==> src/rtl/core/cdd_pkg.sv <==
// Package for the calendar date difference unit: widths, stage types and month table.
`timescale 1ns / 1ps
`default_nettype none
package cdd_pkg;

	localparam int DAY_W   = 5;
	localparam int MONTH_W = 4;
	localparam int YEAR_W  = 14;
	localparam int DNUM_W  = 22;   // day number since 0001-01-01, up to 3652058
	localparam int DIFF_W  = 23;
	localparam int Q100_W  = 7;    // (year - 1) / 100, up to 99
	localparam int DBM_W   = 9;    // days before month, up to 334

	localparam logic [YEAR_W-1:0]  YEAR_MAX  = 14'd9999;
	localparam logic [MONTH_W-1:0] MONTH_MAX = 4'd12;
	localparam logic [DNUM_W-1:0]  DNUM_MAX  = 22'd3652058;

	// floor(x / 100) = (x * RECIP_100) >> RECIP_SHIFT, exact for x below 43699
	localparam int RECIP_W     = 13;
	localparam logic [RECIP_W-1:0] RECIP_100 = 13'd5243;
	localparam int RECIP_SHIFT = 19;
	localparam int PROD_W      = YEAR_W + RECIP_W;

	localparam logic [8:0] DAYS_PER_YEAR = 9'd365;
	localparam logic [6:0] CENTURY_LAST  = 7'd99;

	// Per-date values carried from the product stage to the sum stage
	typedef struct packed {
		logic [DNUM_W-1:0] py365;     // (year - 1) * 365
		logic [YEAR_W-1:0] py;        // year - 1
		logic [Q100_W-1:0] q100;      // (year - 1) / 100
		logic [DBM_W-1:0]  dbm;       // days before the month, common year
		logic              past_feb;  // month after February
		logic [DAY_W-1:0]  dm1;       // day of month - 1
	} prep_t;

	// Days before the first of a month in a common year, index 0 is January
	function automatic logic [DBM_W-1:0] days_before_month(input logic [3:0] idx);
		logic [DBM_W-1:0] r;
		case (idx)
			4'd0:    r = 9'd0;
			4'd1:    r = 9'd31;
			4'd2:    r = 9'd59;
			4'd3:    r = 9'd90;
			4'd4:    r = 9'd120;
			4'd5:    r = 9'd151;
			4'd6:    r = 9'd181;
			4'd7:    r = 9'd212;
			4'd8:    r = 9'd243;
			4'd9:    r = 9'd273;
			4'd10:   r = 9'd304;
			4'd11:   r = 9'd334;
			default: r = 9'd334;
		endcase
		return r;
	endfunction

endpackage
`default_nettype wire

==> src/rtl/core/calendar_date_difference_unit.sv <==
// Top level of the calendar date difference unit: four-register pipeline and handshake.
`timescale 1ns / 1ps
`default_nettype none
// Gives the signed number of days from a first Gregorian date to a second one,
// plus one when include_end_day is set. Each date is turned into a day number
// (0001-01-01 is day 0) by closed-form arithmetic: constant products, a
// reciprocal multiply for the division by 100 and a month table. The unit takes
// one item per cycle while item_stall is low; an item passes four registers
// (input register, product register, day-number register, result register)
// before result_valid rises for it. Every stage advances on its own when the
// next one is empty or moving, so bubbles close up and input is taken while a
// result waits, as long as some stage is free. Out-of-range codes are clamped:
// day 0 counts as 1, month 0 as January, months above 12 as December, year 0 as
// 1, years above 9999 as 9999; a day past month end counts on from the first of
// the month.
module calendar_date_difference_unit (
	input  wire logic                         clk,
	input  wire logic                         arst_n,
	input  wire logic                         item_valid,
	output logic                              item_stall,
	input  wire logic [cdd_pkg::DAY_W-1:0]    first_day,
	input  wire logic [cdd_pkg::MONTH_W-1:0]  first_month,
	input  wire logic [cdd_pkg::YEAR_W-1:0]   first_year,
	input  wire logic [cdd_pkg::DAY_W-1:0]    second_day,
	input  wire logic [cdd_pkg::MONTH_W-1:0]  second_month,
	input  wire logic [cdd_pkg::YEAR_W-1:0]   second_year,
	input  wire logic                         include_end_day,
	output logic                              result_valid,
	input  wire logic                         result_stall,
	output logic signed [cdd_pkg::DIFF_W-1:0] day_difference
);

	// stage valids
	logic vld_s1, vld_s2, vld_s3, vld_q;
	// per-stage advance enables
	logic rdy_s1, rdy_s2, rdy_s3, rdy_q;

	// stage 1: captured item
	logic [cdd_pkg::DAY_W-1:0]   fd_s1, sd_s1;
	logic [cdd_pkg::MONTH_W-1:0] fm_s1, sm_s1;
	logic [cdd_pkg::YEAR_W-1:0]  fy_s1, sy_s1;
	logic                        inc_s1;

	// stage 2: products
	cdd_pkg::prep_t prep_a, prep_b;
	cdd_pkg::prep_t prep_a_s2, prep_b_s2;
	logic           inc_s2;

	// stage 3: day numbers
	logic [cdd_pkg::DNUM_W-1:0] dnum_a, dnum_b;
	logic [cdd_pkg::DNUM_W-1:0] dnum_a_s3, dnum_b_s3;
	logic                       inc_s3;

	// result
	logic signed [cdd_pkg::DIFF_W-1:0] diff;
	logic signed [cdd_pkg::DIFF_W-1:0] diff_q;

	// A stage may load when it is empty or its content moves on this edge
	assign rdy_q  = !vld_q || !result_stall;
	assign rdy_s3 = !vld_s3 || rdy_q;
	assign rdy_s2 = !vld_s2 || rdy_s3;
	assign rdy_s1 = !vld_s1 || rdy_s2;

	assign item_stall     = !rdy_s1;
	assign result_valid   = vld_q;
	assign day_difference = diff_q;

	// Valid chain: advance a token when the downstream stage can take it
	always_ff @(posedge clk or negedge arst_n) begin
		if (!arst_n) begin
			vld_s1 <= 1'b0;
			vld_s2 <= 1'b0;
			vld_s3 <= 1'b0;
			vld_q  <= 1'b0;
		end else begin
			if (rdy_s1) begin
				vld_s1 <= item_valid;
			end
			if (rdy_s2) begin
				vld_s2 <= vld_s1;
			end
			if (rdy_s3) begin
				vld_s3 <= vld_s2;
			end
			if (rdy_q) begin
				vld_q <= vld_s3;
			end
		end
	end

	// Stage 1: hold the raw item
	always_ff @(posedge clk) begin
		if (rdy_s1 && item_valid) begin
			fd_s1  <= first_day;
			fm_s1  <= first_month;
			fy_s1  <= first_year;
			sd_s1  <= second_day;
			sm_s1  <= second_month;
			sy_s1  <= second_year;
			inc_s1 <= include_end_day;
		end
	end

	cdd_day_prep u_prep_a (
		.day   (fd_s1),
		.month (fm_s1),
		.year  (fy_s1),
		.prep  (prep_a)
	);

	cdd_day_prep u_prep_b (
		.day   (sd_s1),
		.month (sm_s1),
		.year  (sy_s1),
		.prep  (prep_b)
	);

	// Stage 2: register the products so no multiply feeds another
	always_ff @(posedge clk) begin
		if (rdy_s2 && vld_s1) begin
			prep_a_s2 <= prep_a;
			prep_b_s2 <= prep_b;
			inc_s2    <= inc_s1;
		end
	end

	cdd_day_sum u_sum_a (
		.prep (prep_a_s2),
		.dnum (dnum_a)
	);

	cdd_day_sum u_sum_b (
		.prep (prep_b_s2),
		.dnum (dnum_b)
	);

	// Stage 3: day numbers of both dates
	always_ff @(posedge clk) begin
		if (rdy_s3 && vld_s2) begin
			dnum_a_s3 <= dnum_a;
			dnum_b_s3 <= dnum_b;
			inc_s3    <= inc_s2;
		end
	end

	// Signed difference, plus one for an inclusive count
	assign diff = $signed({1'b0, dnum_b_s3}) - $signed({1'b0, dnum_a_s3})
		+ $signed({{(cdd_pkg::DIFF_W-1){1'b0}}, inc_s3});

	// Result register: hold while the consumer stalls
	always_ff @(posedge clk) begin
		if (rdy_q && vld_s3) begin
			diff_q <= diff;
		end
	end

`ifndef SYNTHESIS
	// Input is refused only when every stage holds an item
	a_stall_full: assert property (@(posedge clk) disable iff (!arst_n)
		item_stall |-> (vld_s1 && vld_s2 && vld_s3 && vld_q))
		else $error("input stalled with a free pipeline stage");

	// An item leaving stage 3 shows up as a result on the next edge
	a_s3_to_out: assert property (@(posedge clk) disable iff (!arst_n)
		(vld_s3 && rdy_q) |=> result_valid)
		else $error("item lost between day-number stage and result");

	// An item leaving stage 2 lands in stage 3
	a_s2_to_s3: assert property (@(posedge clk) disable iff (!arst_n)
		(vld_s2 && rdy_s3) |=> vld_s3)
		else $error("item lost between product stage and day-number stage");

	// Clamped dates never give a day number past 9999-12-31
	a_dnum_range: assert property (@(posedge clk) disable iff (!arst_n)
		vld_s3 |-> (dnum_a_s3 <= cdd_pkg::DNUM_MAX && dnum_b_s3 <= cdd_pkg::DNUM_MAX))
		else $error("day number out of range");
`endif

endmodule
`default_nettype wire

==> src/rtl/core/cdd_day_prep.sv <==
// Date clamping, month table lookup and the constant products of one date.
`timescale 1ns / 1ps
`default_nettype none
module cdd_day_prep (
	input  wire logic [cdd_pkg::DAY_W-1:0]   day,
	input  wire logic [cdd_pkg::MONTH_W-1:0] month,
	input  wire logic [cdd_pkg::YEAR_W-1:0]  year,
	output cdd_pkg::prep_t                   prep
);

	logic [cdd_pkg::DAY_W-1:0]   d_c;
	logic [cdd_pkg::MONTH_W-1:0] m_c;
	logic [cdd_pkg::YEAR_W-1:0]  y_c;
	logic [cdd_pkg::YEAR_W-1:0]  py;
	logic [cdd_pkg::PROD_W-1:0]  recip_prod;
	logic [cdd_pkg::DNUM_W-1:0]  py365;

	always_comb begin
		// clamp out-of-range codes
		d_c = (day == '0) ? cdd_pkg::DAY_W'(1) : day;
		m_c = (month == '0) ? cdd_pkg::MONTH_W'(1) : month;
		if (m_c > cdd_pkg::MONTH_MAX) begin
			m_c = cdd_pkg::MONTH_MAX;
		end
		y_c = (year == '0) ? cdd_pkg::YEAR_W'(1) : year;
		if (y_c > cdd_pkg::YEAR_MAX) begin
			y_c = cdd_pkg::YEAR_MAX;
		end
		py = y_c - cdd_pkg::YEAR_W'(1);
	end

	assign recip_prod = cdd_pkg::PROD_W'(py) * cdd_pkg::PROD_W'(cdd_pkg::RECIP_100);
	assign py365      = cdd_pkg::DNUM_W'(py) * cdd_pkg::DNUM_W'(cdd_pkg::DAYS_PER_YEAR);

	always_comb begin
		prep.py365    = py365;
		prep.py       = py;
		prep.q100     = recip_prod[cdd_pkg::RECIP_SHIFT +: cdd_pkg::Q100_W];
		prep.dbm      = cdd_pkg::days_before_month(m_c - cdd_pkg::MONTH_W'(1));
		prep.past_feb = (m_c > cdd_pkg::MONTH_W'(2));
		prep.dm1      = d_c - cdd_pkg::DAY_W'(1);
	end

endmodule
`default_nettype wire

==> src/rtl/core/cdd_day_sum.sv <==
// Leap-year test and day-number sum of one date from its registered products.
`timescale 1ns / 1ps
`default_nettype none
module cdd_day_sum (
	input  wire cdd_pkg::prep_t             prep,
	output logic [cdd_pkg::DNUM_W-1:0]      dnum
);

	logic [cdd_pkg::YEAR_W-1:0] q_x100;
	logic [cdd_pkg::YEAR_W-1:0] rem100;
	logic                       div4;
	logic                       div100;
	logic                       div400;
	logic                       leap;

	// q * 100 as shifts and adds
	assign q_x100 = (cdd_pkg::YEAR_W'(prep.q100) << 6) + (cdd_pkg::YEAR_W'(prep.q100) << 5)
		+ (cdd_pkg::YEAR_W'(prep.q100) << 2);
	assign rem100 = prep.py - q_x100;

	// year = py + 1: tests shift by one against the year - 1 value
	assign div4   = (prep.py[1:0] == 2'b11);
	assign div100 = (rem100 == cdd_pkg::YEAR_W'(cdd_pkg::CENTURY_LAST));
	assign div400 = div100 && (prep.q100[1:0] == 2'b11);
	assign leap   = (div4 && !div100) || div400;

	assign dnum = prep.py365
		+ cdd_pkg::DNUM_W'(prep.py >> 2)
		- cdd_pkg::DNUM_W'(prep.q100)
		+ cdd_pkg::DNUM_W'(prep.q100 >> 2)
		+ cdd_pkg::DNUM_W'(prep.dbm)
		+ cdd_pkg::DNUM_W'(prep.past_feb && leap)
		+ cdd_pkg::DNUM_W'(prep.dm1);

endmodule
`default_nettype wire
==> config.mk <==
export PLATFORM = sky130hd
export DESIGN_NAME = calendar_date_difference_unit
export DESIGN_NICKNAME = d
export VERILOG_FILES = /design/src/rtl/core/cdd_pkg.sv /design/src/rtl/core/calendar_date_difference_unit.sv /design/src/rtl/core/cdd_day_prep.sv /design/src/rtl/core/cdd_day_sum.sv
export SDC_FILE = /design/constraint.sdc
export NUM_CORES = 1
export LEC_CHECK = 0
export ABC_AREA = 1
export BUFFER_PORTS_ARGS = -buffer_cell sky130_fd_sc_hd__buf_2
export CAP_MARGIN = 20
export CELL_PAD_IN_SITES_DETAIL_PLACEMENT = 0
export CELL_PAD_IN_SITES_GLOBAL_PLACEMENT = 2
export CORE_MARGIN = 2
export CORE_UTILIZATION = 40
export DETAILED_ROUTE_END_ITERATION = 10
export HOLD_SLACK_MARGIN = 0.12
export PLACE_DENSITY_LB_ADDON = 0.1
export SKIP_LAST_GASP = 1
export SLEW_MARGIN = 20
export SYNTH_ARGS = -nofsm -noshare
export SYNTH_HDL_FRONTEND = slang
export SYNTH_SLANG_ARGS = --single-unit
==> constraint.sdc <==
create_clock -name clk -period 8.3 [get_ports clk]
set_input_delay 0.83 -clock clk [delete_from_list [all_inputs] [get_ports clk]]
set_output_delay 0.83 -clock clk [all_outputs]
set_load 0.05 [all_outputs]
## Yosys cells after proc, flatten, opt, wreduce, memory -nomap -nowiden

Memories as Yosys holds them, arrays and structs flattened. A register that Yosys moved wholly into a read port is not among the register bits.
Index checks and enable logic that the tools add are counted.

| storage, ports and cells | value |
|---|---|
| register bits | 218 |
| memory bits (read-only) | 288 |
| input bits | 51 |
| output and inout bits | 25 |
| logic and storage cells | 110 |
| memories | 2 |

| cells by class | value |
|---|---|
| $add $sub $neg | 26 |
| $mul | 4 |
| magnitude comparators | 6 |
| equality and inequality tests | 6 |
| muxes and demuxes | 10 |
| reductions and logical operators | 30 |

Memories:

| name | words | bits a word | rd ports | clocked after Yosys merged registers in | write ports | line | RTL |
|---|---|---|---|---|---|---|---|
| (name not given) | 16 | 9 | 1 | 1 | 0 | cdd_pkg.sv:40 | `case (idx)` |
| (name not given) | 16 | 9 | 1 | 1 | 0 | cdd_pkg.sv:40 |  |

Operators with widths:

| cell | number |
|---|---|
| $add 22x5->22 | 4 |
| $mux 14 | 4 |
| $mul 14x13->26 const B | 2 |
| $add 22x1->22 | 2 |
| $add 22x12->22 | 2 |
| $add 22x9->22 | 2 |
| $mul 14x9->22 const B | 2 |
| $sub 22x7->22 | 2 |
| $add 13x12->14 | 2 |
| $add 14x9->14 | 2 |
| $eq 14x7->1 const B | 2 |
| $gt 14x14->1 const B | 2 |
| $logic_not 14->1 | 2 |
| $sub 14x1->14 const B | 2 |
| $sub 14x14->14 | 2 |
| $add 23x2->23 | 1 |
| $sub 22x22->23 | 1 |
| $mux 4 | 4 |
| $logic_and 1x1->1 | 10 |
| $logic_not 5->1 | 2 |
| $mux 5 | 2 |
| $sub 5x1->5 const B | 2 |
| $eq 2x2->1 const B | 4 |
| $gt 4x2->1 const B | 2 |
| 5 further kinds | 20 |

## Logic depth before layout (Yosys ltp)

Gate-level depths: netlist of run 1.

| depth | value |
|---|---|
| depth after elaboration | 10 |
| gate-level depth with buffers | 36 |
| gate-level depth less buffers | 36 |

## Cells and area by module

Synthesis of run 1 repeated with hierarchy kept, for this count alone.

| second synthesis, totals | value |
|---|---|
| cell total of the unflattened synthesis | 3147 |
| area total of the unflattened synthesis | 28262.1 sq um |

By module, submodules not included:

| module | instances | cells an instance | area each (sq um) | sequential area each (sq um) |
|---|---|---|---|---|
| calendar_date_difference_unit | 1 | 634 | 9138.8 | 7066.8 |
| cdd_day_prep (u_prep_b) | 1 | 743 | 6174.7 | 0.0 |
| cdd_day_prep (u_prep_a) | 1 | 744 | 6123.4 | 0.0 |
| cdd_day_sum (u_sum_b) | 1 | 520 | 3438.3 | 0.0 |
| cdd_day_sum (u_sum_a) | 1 | 506 | 3387.0 | 0.0 |

## Least setup slack after synthesis of run 1

No wires, ideal clock.

| path | value |
|---|---|
| kind | flip-flop to flip-flop |
| start | register fy_s1[5] (netlist bit) |
| end | register prep_a_s2[17] (netlist bit) (data pin) |
| data arrival time | 6.636 ns |
| data required time | 8.035 ns |
| path slack | 1.399 ns |
| stages on the path, launching flop included | 34 |
| buffers on the path | 0 |
| period minus slack after synthesis | 6.901 ns |
| cell sequence | edfxtp_1 > nor2_1 > nand2_1 > inv_2 > o21ai_1 > nand2_2 > inv_2 > nor2_2 > ha_1 > inv_1 > nor3_1 > nand3_1 > nor2_2 > nand3_1 > xnor2_1 > inv_1 > ha_1 > fa_1 > inv_1 > fa_1 > inv_1 > fa_1 > inv_1 > fa_1 > inv_1 > ha_1 > nand2_1 > nor2_1 > inv_1 > nor2_1 > inv_1 > or3_1 > o21ai_0 > xor2_1 |

RTL lines:

| what | line | RTL |
|---|---|---|
| start, declared | calendar_date_difference_unit.sv:41 | `logic [cdd_pkg::YEAR_W-1:0] fy_s1, sy_s1;` |
| start signal, assigned | calendar_date_difference_unit.sv:96 | `fy_s1 <= first_year;` |
| end signal, assigned | calendar_date_difference_unit.sv:121 | `prep_a_s2 <= prep_a;` |
| end, declared | calendar_date_difference_unit.sv:46 | `cdd_pkg::prep_t prep_a_s2, prep_b_s2;` |

==> results of run 1 <==
-- through the flow --
| stage | hold WS, ns | utilization, % | instance area, sq um | instances |
|---|---|---|---|---|
| 2_1_floorplan | 0.400 | - | 26500 | 2696 |
| 3_3_place_gp | 0.410 | 42.7 | 28000 | 3643 |
| 3_5_place_dp | 0.417 | 42.7 | 28000 | 3643 |
| 4_1_cts | 0.364 | 44.5 | 29200 | 3701 |
| 5_1_grt | 0.360 | 44.5 | 29200 | 3701 |
| 6_report | 0.393 | 44.5 | 29200 | 3701 |
-- cells in the mapped netlist (all sizes together) (3+ instances only) --
library cell  number
a211oi             5
a21boi             8
a21o               9
a21oi            139
a221oi             4
a31oi             14
dfrtp              4
edfxtp           228
fa               275
ha               463
inv              714
nand2            285
nand3             71
nand3b             4
nand4             18
nor2             146
nor3              16
nor4               6
o2111ai            6
o211ai             8
o21a               6
o21ai             88
o21bai            10
o22ai              5
o31ai              4
or2                3
xnor2             56
xor2              90
-- kinds of logic (layout without fill, tap and decap cells) --
family | Yosys count | in the layout
compound gates | 312 | 312
fa+ha+maj | 738 | 738
flops | 232 | 232
buf+inv | 716 | 857
xor+xnor | 146 | 146
simple gates | 552 | 552
-- worst min path at each step --
| stage | from | endpoint | slack (ns) | depth (start not counted) |
|---|---|---|---|---|
| 2_1_floorplan | inc_s1$_DFFE_PP_ | inc_s2$_DFFE_PP_ | 0.40 | 0 |
| 3_3_place_gp | inc_s2$_DFFE_PP_ | inc_s3$_DFFE_PP_ | 0.41 | 0 |
| 3_5_place_dp | inc_s2$_DFFE_PP_ | inc_s3$_DFFE_PP_ | 0.42 | 0 |
| 4_1_cts | first_day[0] | fd_s1[0]$_DFFE_PP_ | 0.36 | 1 |
| 5_1_grt | second_day[0] | sd_s1[0]$_DFFE_PP_ | 0.36 | 1 |
| 6_report | second_day[4] | sd_s1[4]$_DFFE_PP_ | 0.39 | 1 |
-- layout make-up --
type                    instances  area [sq um]
fillers                      6435         36400
clock buffers                  37           838
repair buffers                 86           460
clock inverters                20           337
inverters                     714          2680
well taps                     864          1080
flip-flops and latches        232          6950
multi-input cells            1748         16800
-- sequential cells by signal, indices dropped and copies added, names as in the netlist, 4 cells and up --
register        flops
dnum_b_s3          22
fm_s1               4
sd_s1               5
dnum_a_s3          22
sy_s1              14
fy_s1              14
day_difference     23
prep_b_s2          56
fd_s1               5
sm_s1               4
prep_a_s2          56
-- per-layer routing --
metal / global-route usage (%) / vias up / share of wire, %
met5: 0 / - / 0
met4: 3.98 / 0 / 2.3
met2: 30.3 / 232 / 44
li1: - / 8882 / -
met1: 27.7 / 8393 / 51
met3: 2.07 / 53 / 3.2
-- critical path: cells and delay by family, from the launching register on --
| family | cells | cell delay [ns] |
|---|---|---|
| buffers and inverters | 7 | 0.71 |
| and+or+nand+nor | 12 | 1.66 |
| xor gates and xnor gates | 3 | 0.88 |
| AOI/OAI and AO/OA | 2 | 0.26 |
| adders and majority gates | 7 | 3.16 |
| DFF | 1 | 0.45 |
-- what timing repair did --
| item | in CTS | in global routing |
|---|---|---|
| hold buffers | 1 | 0 |
| endpoints found under the hold margin | 4 | 0 |
| buffers inserted | 0 | 0 |
| resized for setup | 0 | 0 |
==> flow_summary.ini, run 1 <==
[floorplan]
ios = 76
die_w_um = 261
rows = 94
die_area_sq_um = 68300
initial_core_util_pct = 40.3
die_h_um = 261
core_sq_um = 65600

[sta]
setup_ws_ns = 0.913
skew_ns = 0.0256
rsz0062_at_grt = false
hold_viol = 0
fin_crit_sh_pct = 89.0
setup_violations = 0
fmax_ghz = 0.135
max_slew_margin_pct = 32.1
worstMarginPinSlew_ns = 1.02
final_max_slew_viol_count = 0
min_period_ns = 7.39
fin_tns_setup_ns = 0

[cts]
cts_tree = yes
clock-sinks = 232
clk_pin_slew_ns = 0.06
cts_buffer_depth = 3
clock_latency_ns = 0.61
numCtsBuffers = 31
cts_htree_levels = 1
cts_root_buf = clkbuf_16

[synthesis]
synth-simple-area-share_pct = 9.14
netlist.area_leader.share_pct = 25.9
synth_compound_area_share_pct = 6.78
synthAdderAreaFrac_pct = 42.7
syn_avg_cell_area_sq_um = 9.82
yosysTopAreaCell = edfxtp_1
synthTopCellsByArea = edfxtp_1, ha_1, fa_1
synth.distinct_cells = 52
synthesis.nets = 3485
synthXorXnorAreaFrac_pct = 4.93
synth_warnings = 0
syn_inst = 2696
synthArstFlopShare_pct = 1.72
synth_top_family_by_area = adder cells
ys.flop_type = edfxtp_1
synth-seq-cells = 232
yosys-mux-area-fraction_pct = 0
synth_edf_count = 228
netlist_area_sq_um = 26500
ys_seq_area_share_pct = 26.2

[placed_design]
pre_cts_slack_ns = 0.943
gp_congestion = 0.883
io_buffers = 75
dp_hpwl_mm = 53.6

[finish]
area_delta_synth_final_pct = 10.2
final_cell_mix = inv_1, ha_1, fa_1, nand2_1, edfxtp_1
fin_nets = 3602
antenna_cells = 0
drive_above_1_share_pct = 6.77
layout_commonest_cell = inv_1

[critical_path]
crit_top_cell = inv_1
startpoint_type = flop
crit_path_max_incr_delay_ns = 0.54
crit_arrival_ns = 7.74
rr_startpoint = sy_s1[7]$_DFFE_PP_
r2r_slack_ns = 0.91
required_ns = 8.66
slowest_stage = fa_1
r2r-end = prep_b_s2[21]$_DFFE_PP_
crit_path_max_fanout = 12
end_kind = flop
crit_type = reg -> reg
crit_end = prep_b_s2[21]$_DFFE_PP_
reg2reg_depth = 31
critPathLaunch = sy_s1[7]$_DFFE_PP_

[detailed_routing]
num_vias = 17600
drtIter0Drc = 764
viasPerCell = 4.74
wl_per_cell_um = 16.8
final_antenna_net_count = 0
drtPass1Iterations = 5
routed_wl_mm = 62.2
drc_errors = 0

[grt]
grt_pass1_wl_mm = 101
grt_overflow = 0
antenna_found_initial = 0
first_global_vias = 18600
track_usage_pct = 18.9
grt_max_degree = 66

[run_status]
outcome = completed

[min_path]
hold_class = in -> reg

[flow_run]
drv_cap = 0
Power of run 1 is not shown: default switching activity piles up to over one toggle a cycle in this logic, so the estimate is an artifact.
==> run 2, diff against run 1 <==
- ABC_AREA: 1 -> default
==> run 2 against run 1 <==
Worst hold slack improved by 0.011 ns. Largest cell class unchanged. Global-route usage decreased by 1.3 points. Core utilization rose by 0.39 points. Clock-buffer cell count down 7. Sequential share of layout area up 0.79 points. Synthesized cell count shrank 12%. Cell count fell by 8.9%. Via count is 8.5% lower. Design area shrank 3.2%.
==> flow_summary.ini, run 2 <==
[floorplan]
die_area_sq_um = 65700
ios = 76
rows = 92
initial_core_util_pct = 40.5
core_sq_um = 63000
die_h_um = 256
die_w_um = 256

[grt]
use_met2_pct = 27.7
grt_max_degree = 64
antenna_found_initial = 1
busiest_layer = met2
grt_overflow = 0
track_usage_pct = 17.6
grt_pass1_wl_mm = 91.5
met1_usage_pct = 26.2
use_met3_pct = 2.80
first_global_vias = 17000

[finish]
fill_cells = 6029
area_delta_synth_final_pct = 10.9
finish.utilization_pct = 44.9
layout_commonest_cell = inv_1
drive_above_1_share_pct = 7.37
fin_nets = 3288
final_cell_mix = inv_1, ha_1, fa_1, edfxtp_1

[critical_path]
slowest_stage = fa_1
rr_startpoint = sy_s1[5]$_DFFE_PP_
startpoint_type = flop
crit_path_max_fanout = 12
crit_type = reg -> reg
crit_path_max_incr_delay_ns = 0.54
required_ns = 8.63
r2r_slack_ns = 0.52
crit_arrival_ns = 8.11
r2r-end = prep_b_s2[20]$_DFFE_PP_
reg2reg_depth = 30
end_kind = flop

[synthesis]
synth.distinct_cells = 69
netlist.area_leader.share_pct = 26.9
netlist_area_sq_um = 25500
synth_top_family_by_area = adder cells
synth-simple-area-share_pct = 6.47
synthAdderAreaFrac_pct = 44.3
synthesis.nets = 3163
ys_seq_area_share_pct = 27.3
synthTopCellsByArea = edfxtp_1, ha_1, fa_1
synth_edf_count = 228
synthTopCellsByCount = inv_1, ha_1, fa_1
yosys-mux-area-fraction_pct = 0.368
syn_inst = 2374
synth_compound_area_share_pct = 7.69
yosysTopAreaCell = edfxtp_1
synthXorXnorAreaFrac_pct = 4.78
synth-seq-cells = 232
synth_warnings = 0
synthArstFlopShare_pct = 1.72
syn_avg_cell_area_sq_um = 10.7
synthMostInstantiatedCell = inv_1
ys.flop_type = edfxtp_1

[cts]
cts_htree_levels = 1
cts_buffer_depth = 3
clk_pin_slew_ns = 0.07
clock_latency_ns = 0.59
clock-sinks = 232
numCtsBuffers = 30
cts_root_buf = clkbuf_16
cts_tree = yes

[detailed_routing]
final_antenna_net_count = 0
wl_per_cell_um = 16.6
drtPass1Iterations = 5
routed_wl_mm = 55.8
viasPerCell = 4.77
num_vias = 16100
drc_errors = 0
drtIter0Drc = 689

[placed_design]
gp_congestion = 0.875
dp_hpwl_mm = 47.6
pre_cts_slack_ns = 0.236
io_buffers = 75

[min_path]
hold_class = in -> reg
whs_path_depth = 1
hold_path_end = fm_s1[0]$_DFFE_PP_
hold_start = first_month[0]

[sta]
fin_hold_ws_ns = 0.403
skew_ns = 0.0228
hold_viol = 0
max_slew_margin_pct = 42.4
final_max_slew_viol_count = 0
setup_ws_ns = 0.518
min_period_ns = 7.78
setup_violations = 0
fin_crit_sh_pct = 93.8
fmax_ghz = 0.129
worstMarginPinSlew_ns = 0.864

[flow_run]
drv_cap = 0

[run_status]
outcome = completed
-- run 2: final cells by class --
| class | instances | area [sq um] | share of cell area (%) |
|---|---|---|---|
| antenna | 1 | 2.50 | 0.00886 |
| multi-input combinational | 1526 | 16300 | 57.6 |
| tap | 846 | 1060 | 3.75 |
| sequential | 232 | 6950 | 24.6 |
| clock inverter | 26 | 348 | 1.23 |
| inverter | 607 | 2280 | 8.07 |
| timing repair buffer | 102 | 593 | 2.10 |
| clock buffer | 30 | 751 | 2.66 |
-- run 2: routing by layer --
| layer | share of wire, % | routed length, um |
|---|---|---|
| met4 | 1.1 | 590 |
| met1 | 51 | 28400 |
| met3 | 4.1 | 2300 |
| met5 | 0 | 0 |
| met2 | 44 | 24600 |
-- run 2: logic make-up (layout without fill, tap and decap cells) --
logic type | after synthesis | after routing
and+or+nand+nor | 344 | 344
other | 0 | 1
buffers and inverters | 616 | 765
adders and majority gates | 738 | 738
DFF | 232 | 232
xor gates and xnor gates | 139 | 139
muxes | 9 | 9
AOI/OAI and AO/OA | 296 | 296
-- run 2: critical path: cells and delay by family, from the launching register on --
kind            cells  cell delay [ns]
compound gates      8             1.86
xor+xnor            2             0.29
fa+ha+maj           7             2.93
buf+inv             5             0.42
flops               1             0.48
simple gates        8             1.53
-- run 2: worst max path at each step --
| stage | start | endpoint | slack [ns] | depth (start not counted) |
|---|---|---|---|---|
| after floorplan | fy_s1[6]$_DFFE_PP_ | prep_a_s2[21]$_DFFE_PP_ | 0.80 | 30 |
| after global placement | sy_s1[5]$_DFFE_PP_ | prep_b_s2[21]$_DFFE_PP_ | 0.32 | 27 |
| after detailed placement | sy_s1[5]$_DFFE_PP_ | prep_b_s2[21]$_DFFE_PP_ | 0.24 | 27 |
| after CTS | sy_s1[5]$_DFFE_PP_ | prep_b_s2[21]$_DFFE_PP_ | 0.19 | 27 |
| after global routing | sy_s1[5]$_DFFE_PP_ | prep_b_s2[20]$_DFFE_PP_ | -0.007 | 28 |
| final | sy_s1[5]$_DFFE_PP_ | prep_b_s2[20]$_DFFE_PP_ | 0.52 | 30 |
-- run 2: per-stage QoR --
stage	setup TNS, ns	instance area [sq um]	std cells
final	0	28200	3370
after detailed placement	0	27100	3311
after global routing	-0.00726	28200	3369
after CTS	0	28200	3368
after global placement	0	27100	3311
after floorplan	0	25500	2374
-- run 2: timing repair --
item                       4_1_cts  5_1_grt
hold buffers                     1        0
buffers inserted                 0        0
gates resized for setup          0        9
setup endpoints to repair        0        5
hold endpoints to repair         4        0
Power of run 2 is left out for the same reason.
